==> config.mk <==
export PLATFORM = sky130hd
export DESIGN_NAME = stopwatch_lap_timer_top
export DESIGN_NICKNAME = d
export VERILOG_FILES = /design/src/hdl/swlt_pkg.sv /design/src/hdl/stopwatch_lap_timer_top.sv /design/src/hdl/swlt_lap_ram.sv /design/src/hdl/swlt_ctrl.sv
export SDC_FILE = /design/constraint.sdc
export NUM_CORES = 1
export LEC_CHECK = 0
export BUFFER_PORTS_ARGS = -buffer_cell sky130_fd_sc_hd__buf_2
export CAP_MARGIN = 20
export CORE_MARGIN = 3
export CORE_UTILIZATION = 40
export DETAILED_ROUTE_END_ITERATION = 7
export PLACE_DENSITY = 0.55
export SLEW_MARGIN = 20
export SYNTH_ARGS = -nofsm -noshare
export SYNTH_HDL_FRONTEND = slang
export SYNTH_SLANG_ARGS = --single-unit
==> constraint.sdc <==
create_clock -name clock -period 4.5 [get_ports clock]
set_input_delay 0.45 -clock clock [delete_from_list [all_inputs] [get_ports clock]]
set_output_delay 0.45 -clock clock [all_outputs]
set_load 0.03 [all_outputs]
==> src/hdl/swlt_pkg.sv <==
// ----------------------------------------------------------------------------
// Stopwatch lap timer package
// Shared widths, operation and run state codes, the log RAM request type and
// the saturating helpers.
// ----------------------------------------------------------------------------
package swlt_pkg;

   localparam int LOG_DEPTH = 16;
   localparam int SLOT_W    = $clog2(LOG_DEPTH);
   localparam int CNT_W     = 32;
   localparam int LIM_W     = 5;

   localparam logic [CNT_W-1:0] CNT_MAX = {CNT_W{1'b1}};

   // operation codes
   localparam logic [2:0] FN_TICK       = 3'd0;
   localparam logic [2:0] FN_START      = 3'd1;
   localparam logic [2:0] FN_STOP       = 3'd2;
   localparam logic [2:0] FN_LAP        = 3'd3;
   localparam logic [2:0] FN_CLEAR      = 3'd4;
   localparam logic [2:0] FN_READ_TOTAL = 3'd5;
   localparam logic [2:0] FN_READ_LOG   = 3'd6;
   localparam logic [2:0] FN_READ_STATE = 3'd7;

   // run state codes
   localparam logic [1:0] RS_IDLE    = 2'd0;
   localparam logic [1:0] RS_RUNNING = 2'd1;
   localparam logic [1:0] RS_STOPPED = 2'd2;

   typedef struct packed {
      logic              we;
      logic [SLOT_W-1:0] waddr;
      logic [CNT_W-1:0]  wdata;
      logic              re;
      logic [SLOT_W-1:0] raddr;
   } mem_req_type;

   function automatic logic [CNT_W-1:0] sat_add(input logic [CNT_W-1:0] a,
                                                input logic [CNT_W-1:0] b);
      logic [CNT_W:0] s;
      s = {1'b0, a} + {1'b0, b};
      return s[CNT_W] ? CNT_MAX : s[CNT_W-1:0];
   endfunction

   // clamp the configured ring size to 1..LOG_DEPTH
   function automatic logic [LIM_W-1:0] log_limit(input logic [LIM_W-1:0] m);
      logic [LIM_W-1:0] r;
      if (m == '0) begin
         r = LIM_W'(1);
      end else if (m > LIM_W'(LOG_DEPTH)) begin
         r = LIM_W'(LOG_DEPTH);
      end else begin
         r = m;
      end
      return r;
   endfunction

endpackage

==> src/hdl/stopwatch_lap_timer_top.sv <==
// ----------------------------------------------------------------------------
// Stopwatch lap timer
// Tick-driven stopwatch with a ring log of lap lengths held in a RAM.
// ----------------------------------------------------------------------------
// Each transaction gives exactly one response, marked by rsp_strobe for one
// cycle, and the receiver cannot stall it. Tick, start, clear, read_total,
// read_state and every refused command are accepted back to back: the
// response comes the cycle after acceptance and busy stays low. read_log
// reads the log RAM, whose read data is registered; busy holds in the
// read state and the response is registered after it. stop and lap respond
// the next cycle, but busy holds while the newest log entry is read,
// updated and written back through the single RAM write port, and for lap
// while the next ring slot is zeroed. csr_max_log_num is taken only while
// busy is low.
// ----------------------------------------------------------------------------
module stopwatch_lap_timer_top
   import swlt_pkg::*;
(
   input  logic              clock,
   input  logic              reset,
   input  logic              start,
   output logic              busy,
   input  logic [2:0]        req_func,
   input  logic [3:0]        req_log_index,
   output logic              rsp_strobe,
   output logic              rsp_ok,
   output logic [CNT_W-1:0]  rsp_value,
   input  logic              csr_valid,
   output logic              csr_ready,
   input  logic [LIM_W-1:0]  csr_max_log_num
);

   logic [LIM_W-1:0] max_log_ff;
   mem_req_type      mem_req;
   logic [CNT_W-1:0] rd_data;
   logic             ctrl_busy;

   assign csr_ready = !ctrl_busy;
   assign busy      = ctrl_busy;

   always_ff @(posedge clock) begin
      if (reset) begin
         max_log_ff <= LIM_W'(LOG_DEPTH);
      end else if (csr_valid && csr_ready) begin
         max_log_ff <= csr_max_log_num;
      end
   end

   swlt_ctrl u_ctrl (
      .clock         (clock),
      .reset         (reset),
      .start         (start),
      .busy          (ctrl_busy),
      .req_func      (req_func),
      .req_log_index (req_log_index),
      .max_log_num   (max_log_ff),
      .mem_req       (mem_req),
      .rd_data       (rd_data),
      .rsp_strobe    (rsp_strobe),
      .rsp_ok        (rsp_ok),
      .rsp_value     (rsp_value)
   );

   swlt_lap_ram u_ram (
      .clock   (clock),
      .mem_req (mem_req),
      .rd_data (rd_data)
   );

endmodule

==> src/hdl/swlt_lap_ram.sv <==
// ----------------------------------------------------------------------------
// Lap log RAM
// One write port and one read port, read data registered.
// ----------------------------------------------------------------------------
module swlt_lap_ram
   import swlt_pkg::*;
(
   input  logic             clock,
   input  mem_req_type      mem_req,
   output logic [CNT_W-1:0] rd_data
);

   logic [CNT_W-1:0] mem_ff [LOG_DEPTH];
   logic [CNT_W-1:0] rd_data_ff;

   always_ff @(posedge clock) begin
      if (mem_req.we) begin
         mem_ff[mem_req.waddr] <= mem_req.wdata;
      end
      if (mem_req.re) begin
         rd_data_ff <= mem_ff[mem_req.raddr];
      end
   end

   assign rd_data = rd_data_ff;

endmodule

==> src/hdl/swlt_ctrl.sv <==
// ----------------------------------------------------------------------------
// Stopwatch lap timer controller
// Decodes commands, keeps run state and counters, and sequences the
// read-modify-write of the newest log entry and the ring push.
// ----------------------------------------------------------------------------
module swlt_ctrl
   import swlt_pkg::*;
(
   input  logic              clock,
   input  logic              reset,
   input  logic              start,
   output logic              busy,
   input  logic [2:0]        req_func,
   input  logic [3:0]        req_log_index,
   input  logic [LIM_W-1:0]  max_log_num,
   output mem_req_type       mem_req,
   input  logic [CNT_W-1:0]  rd_data,
   output logic              rsp_strobe,
   output logic              rsp_ok,
   output logic [CNT_W-1:0]  rsp_value
);

   localparam logic [1:0] ST_IDLE  = 2'd0;
   localparam logic [1:0] ST_FOLD  = 2'd1;
   localparam logic [1:0] ST_PUSH  = 2'd2;
   localparam logic [1:0] ST_RDLOG = 2'd3;

   logic [1:0]        state_ff, state_in;
   logic [1:0]        run_ff, run_in;
   logic [CNT_W-1:0]  total_ff, total_in;
   logic [CNT_W-1:0]  seg_ff, seg_in;
   logic [CNT_W-1:0]  fold_ff, fold_in;
   logic              lap_ff, lap_in;
   logic [SLOT_W-1:0] newest_ff, newest_in;
   logic [LIM_W-1:0]  count_ff, count_in;
   logic              strobe_ff, strobe_in;
   logic              ok_ff, ok_in;
   logic [CNT_W-1:0]  value_ff, value_in;

   logic              accept;
   logic [LIM_W-1:0]  lim;
   logic [LIM_W:0]    count_p1;
   logic [LIM_W-1:0]  count_next;
   logic [SLOT_W-1:0] push_slot;

   assign accept     = start && (state_ff == ST_IDLE);
   assign busy       = (state_ff != ST_IDLE);
   assign lim        = log_limit(max_log_num);
   assign count_p1   = {1'b0, count_ff} + (LIM_W+1)'(1);
   assign count_next = (count_p1 > {1'b0, lim}) ? lim : count_p1[LIM_W-1:0];
   assign push_slot  = newest_ff + SLOT_W'(1);

   always_comb begin
      state_in  = state_ff;
      run_in    = run_ff;
      total_in  = total_ff;
      seg_in    = seg_ff;
      fold_in   = fold_ff;
      lap_in    = lap_ff;
      newest_in = newest_ff;
      count_in  = count_ff;
      strobe_in = 1'b0;
      ok_in     = ok_ff;
      value_in  = value_ff;
      mem_req   = '0;

      unique case (state_ff)
         ST_IDLE: begin
            if (start) begin
               strobe_in = 1'b1;
               ok_in     = 1'b1;
               value_in  = '0;
               case (req_func)
                  FN_TICK: begin
                     if (run_ff == RS_RUNNING) begin
                        seg_in = sat_add(seg_ff, CNT_W'(1));
                     end
                  end
                  FN_START: begin
                     if (run_ff == RS_IDLE) begin
                        // open a fresh log entry of zero
                        total_in      = '0;
                        newest_in     = push_slot;
                        count_in      = count_next;
                        mem_req.we    = 1'b1;
                        mem_req.waddr = push_slot;
                        mem_req.wdata = '0;
                        seg_in        = '0;
                        run_in        = RS_RUNNING;
                     end else if (run_ff == RS_STOPPED) begin
                        seg_in = '0;
                        run_in = RS_RUNNING;
                     end else begin
                        ok_in = 1'b0;
                     end
                  end
                  FN_STOP, FN_LAP: begin
                     if (run_ff == RS_RUNNING) begin
                        // fetch newest entry; fold the segment next cycle
                        if (req_func == FN_LAP) begin
                           value_in = seg_ff;
                        end else begin
                           run_in = RS_STOPPED;
                        end
                        total_in      = sat_add(total_ff, seg_ff);
                        fold_in       = seg_ff;
                        lap_in        = (req_func == FN_LAP);
                        seg_in        = '0;
                        mem_req.re    = 1'b1;
                        mem_req.raddr = newest_ff;
                        state_in      = ST_FOLD;
                     end else begin
                        ok_in = 1'b0;
                     end
                  end
                  FN_CLEAR: begin
                     total_in = '0;
                     seg_in   = '0;
                     count_in = '0;
                     run_in   = RS_IDLE;
                  end
                  FN_READ_TOTAL: begin
                     if (run_ff == RS_RUNNING) begin
                        value_in = sat_add(total_ff, seg_ff);
                     end else if (run_ff == RS_STOPPED) begin
                        value_in = total_ff;
                     end
                  end
                  FN_READ_LOG: begin
                     if ({1'b0, req_log_index} < count_ff) begin
                        strobe_in     = 1'b0;
                        mem_req.re    = 1'b1;
                        mem_req.raddr = newest_ff - SLOT_W'(req_log_index);
                        state_in      = ST_RDLOG;
                     end else begin
                        ok_in = 1'b0;
                     end
                  end
                  FN_READ_STATE: begin
                     value_in = CNT_W'(run_ff);
                  end
                  default: begin
                     value_in = '0;
                  end
               endcase
            end
         end
         ST_FOLD: begin
            mem_req.we    = 1'b1;
            mem_req.waddr = newest_ff;
            mem_req.wdata = sat_add(rd_data, fold_ff);
            state_in      = lap_ff ? ST_PUSH : ST_IDLE;
         end
         ST_PUSH: begin
            mem_req.we    = 1'b1;
            mem_req.waddr = push_slot;
            mem_req.wdata = '0;
            newest_in     = push_slot;
            count_in      = count_next;
            state_in      = ST_IDLE;
         end
         ST_RDLOG: begin
            strobe_in = 1'b1;
            ok_in     = 1'b1;
            value_in  = rd_data;
            state_in  = ST_IDLE;
         end
         default: begin
            state_in = ST_IDLE;
         end
      endcase
   end

   always_ff @(posedge clock) begin
      if (reset) begin
         state_ff  <= ST_IDLE;
         run_ff    <= RS_IDLE;
         total_ff  <= '0;
         seg_ff    <= '0;
         lap_ff    <= 1'b0;
         newest_ff <= '0;
         count_ff  <= '0;
         strobe_ff <= 1'b0;
      end else begin
         state_ff  <= state_in;
         run_ff    <= run_in;
         total_ff  <= total_in;
         seg_ff    <= seg_in;
         lap_ff    <= lap_in;
         newest_ff <= newest_in;
         count_ff  <= count_in;
         strobe_ff <= strobe_in;
      end
   end

   always_ff @(posedge clock) begin
      fold_ff  <= fold_in;
      ok_ff    <= ok_in;
      value_ff <= value_in;
   end

   assign rsp_strobe = strobe_ff;
   assign rsp_ok     = ok_ff;
   assign rsp_value  = value_ff;

`ifndef SYNTH
   a_count_bound: assert property (@(posedge clock) disable iff (reset)
      count_ff <= LIM_W'(LOG_DEPTH))
      else $error("entry count exceeds log depth");

   a_fold_after_accept: assert property (@(posedge clock) disable iff (reset)
      (state_ff == ST_FOLD) |-> $past(accept))
      else $error("fold entered without an accepted stop or lap");

   a_push_after_fold: assert property (@(posedge clock) disable iff (reset)
      (state_ff == ST_PUSH) |-> ($past(state_ff) == ST_FOLD) && $past(lap_ff))
      else $error("push not preceded by a lap fold");

   a_rsp_source: assert property (@(posedge clock) disable iff (reset)
      strobe_ff |-> ($past(accept) || ($past(state_ff) == ST_RDLOG)))
      else $error("response without a transaction behind it");
`endif

endmodule

==> flow_metrics.tcl <==
set metrics [dict create \
    outcome "finished with violations" \
    violations "design-rule violations" \
    netlist.area_leader.share_pct 55.8 \
    drt_wl_total_um 101000 \
    yosysWarnings 0 \
    maxSlewHeadroom_pct 28.2 \
    htree_levels 3 \
    ctsLongestPathBuffers 3 \
    die_h_um 292 \
    netlist_top_cells_area "edfxtp_1 56%, dfxtp_1 5.1%, nor2_1 4.3%" \
    grt.total_usage_pct 23.2 \
    fmax_mhz 247 \
    tns_ns 0 \
    period_share_pct 89.8 \
    worstMarginPinSlew_ns 1.08 \
    first_pass_iters 8 \
    overflow 0 \
    grt_pass1_wl_um 150000 \
    drv_cap 0 \
    finalCriticalPeriod_ns 4.04 \
    design_area_um2 37300 \
    post-synth-top-area-cell "edfxtp_1" \
    start_util_pct 40.5 \
    floorplan.die.width_um 292 \
    p_int_mw 10.7 \
    num_vias 24300 \
    syn_to_final_growth_pct 13.8 \
    grt_pass1_vias 23300 \
    antenna_found_initial 1 \
    seqPwrFrac_pct 51.1 \
    port_buffers 51 \
    min_from "csr_max_log_num[4]" \
    dieArea_um2 85500 \
    synth-edff-count 609 \
    cts_root_buf "clkbuf_16" \
    wire_per_inst_um 25.5 \
    io_pins 52 \
    route.antenna.remaining_nets 0 \
    cts.sinks 693 \
    total_power_mw 13.8 \
    placed_cell_area_um2 34800 \
    pwr-share-clk_pct 44.0 \
    netlist_instances 2824 \
    rsz0062_at_grt "false" \
    critPathLaunch "u_ram.rd_data[8]" \
    synth_seq_cells 693 \
    cp_max_fo 16 \
    end_kind "flip-flop" \
    grt_max_degree 129 \
    drive_above_1_share_pct 13.1 \
    swShare_pct 22.6 \
    cp.arrival_ns 4.39 \
    hp-class "in -> reg" \
    crit_type "reg -> reg" \
    synth_cell_type_count 84 \
    ctsHoldBuffers 0 \
    synthTopCellsByCount "609 x edfxtp_1, 377 x nor2_1, 229 x a21oi_1" \
    avgViaCountPerCell 6.09 \
    cts.clk_slew.worst_paths_ns 0.06 \
    syn_area_um2 32800 \
    vdd_drop_max_mv 0.276 \
    core_area_um2 80900 \
    final_hold_viol_count 0 \
    clk_latency_ns 0.63 \
    setup_violations 0 \
    cts_tree "done" \
    syn_nets 2925 \
    drc 6 \
    reg2reg_from "u_ram.rd_data[8]" \
    synthArstFlopShare_pct 0 \
    post_synth.cell_area_avg_um2 11.6 \
    power_density_nw_per_um2 370 \
    num_rows 104 \
    power.switching_mw 3.12 \
    leakage_nw 13.7 \
    cts_buffers 77 \
    final_util_pct 46.1 \
    final_nets 2962 \
    synth_most_common_cell "edfxtp_1" \
    drt_iter0_drc 2586 \
    cts_setup_buffers 0 \
    synth-main-ff-cell "edfxtp_1" \
    power_frac_comb_pct 4.9 \
    cts_resized 0 \
    critPathRequiredTime_ns 4.84 \
    place_congestion 0.906 \
    finClkSkew_ns 0.0269 \
    drv_slew 0 \
    start_kind "flip-flop" \
    diodes 0 \
    hpwl_um 60000 \
    seq_area_frac_synth_pct 60.9 \
]
## final timing paths
path / endpoint / slack (ns) / depth (start not counted)
max: u_ram.mem_ff[9][27] / 0.46 / 10
min: max_log_ff[4] / 0.07 / 3
max reg2reg: u_ram.mem_ff[9][27] / 0.46 / 10
min reg2reg: max_log_ff[2] / 0.47 / 2
## kinds of logic after synthesis
logic type | after synthesis | share of synthesized area, %
xor gates and xnor gates | 59 | 1.58
AOI/OAI and AO/OA | 840 | 16.7
muxes | 119 | 3.84
adders and majority gates | 85 | 3.31
DFF | 693 | 60.9
buffers and inverters | 237 | 2.98
and+or+nand+nor | 791 | 10.7
## final cells by class
class	count	area, µm²
multi-input cells	1894	12100
clock buffers	100	2090
well taps	1060	1330
flip-flops and latches	693	20000
repair buffers	151	1270
inverters	44	165
clock inverters	42	350
fillers	7310	43600
## metrics by stage
stage | std cells | worst slack [ns] | hold slack, ns
floorplan | 2824 | 0.521 | 0.435
global placement | 3838 | 0.343 | 0.452
detailed placement | 3838 | 0.241 | 0.462
CTS | 3980 | 0.224 | 0.0425
global route | 3984 | 0.178 | 0.0654
finish | 3984 | 0.458 | 0.0722
## worst max-delay path, cell delays in order (launching register included)
cell and delay, ns:
edfxtp_1 0.41, ha_1 0.42, nand4_1 0.18, or2_2 0.31
a211oi_1 0.68, o31ai_1 0.22, a21oi_1 0.28, o21ai_0 0.20
a21oi_1 0.19, o221ai_1 0.28, a21oi_2 0.57
## cell usage in the layout, fill, tap and decap left out, types with 73 or more instances in the layout
master / instances
clkbuf_16: 79
dfxtp_1: 84
edfxtp_1: 609
a21oi_1: 218
ha_1: 81
buf_4: 75
o21ai_0: 175
nand3_1: 73
nand2_1: 156
nor2_1: 355
## layer usage
| layer | up-vias | share of wire (%) | GRT usage (%) |
|---|---|---|---|
| met5 | - | 0 | 0 |
| met4 | 0 | 3.6 | 8.97 |
| met3 | 212 | 7.5 | 3.52 |
| met2 | 1105 | 47 | 38.2 |
| met1 | 12100 | 42 | 31.2 |
| li1 | 10900 | - | - |
## power by group through the flow
stage          combinational [mW]  sequential, mW  clock (mW)
2_1_floorplan               0.349            7.23           0
6_report                    0.678            7.05        6.08
3_5_place_dp                0.675            7.19           0
3_3_place_gp                0.668            7.18           0
4_1_cts                     0.678            7.05        6.21
5_1_grt                     0.729            7.05        6.49
## registers in the layout (all words and copies together), names as in the netlist
name	count
u_ctrl.run_ff	2
u_ctrl.rsp_strobe	1
u_ctrl.fold_ff	32
u_ctrl.count_ff	5
u_ctrl.newest_ff	4
max_log_ff	5
u_ctrl.rsp_ok	1
u_ctrl.total_ff	32
u_ram.rd_data	32
u_ctrl.lap_ff	1
u_ctrl.state_ff	2
u_ctrl.seg_ff	32
u_ram.mem_ff	512
u_ctrl.rsp_value	32
Note: power is estimated with default switching activity, not from simulation.
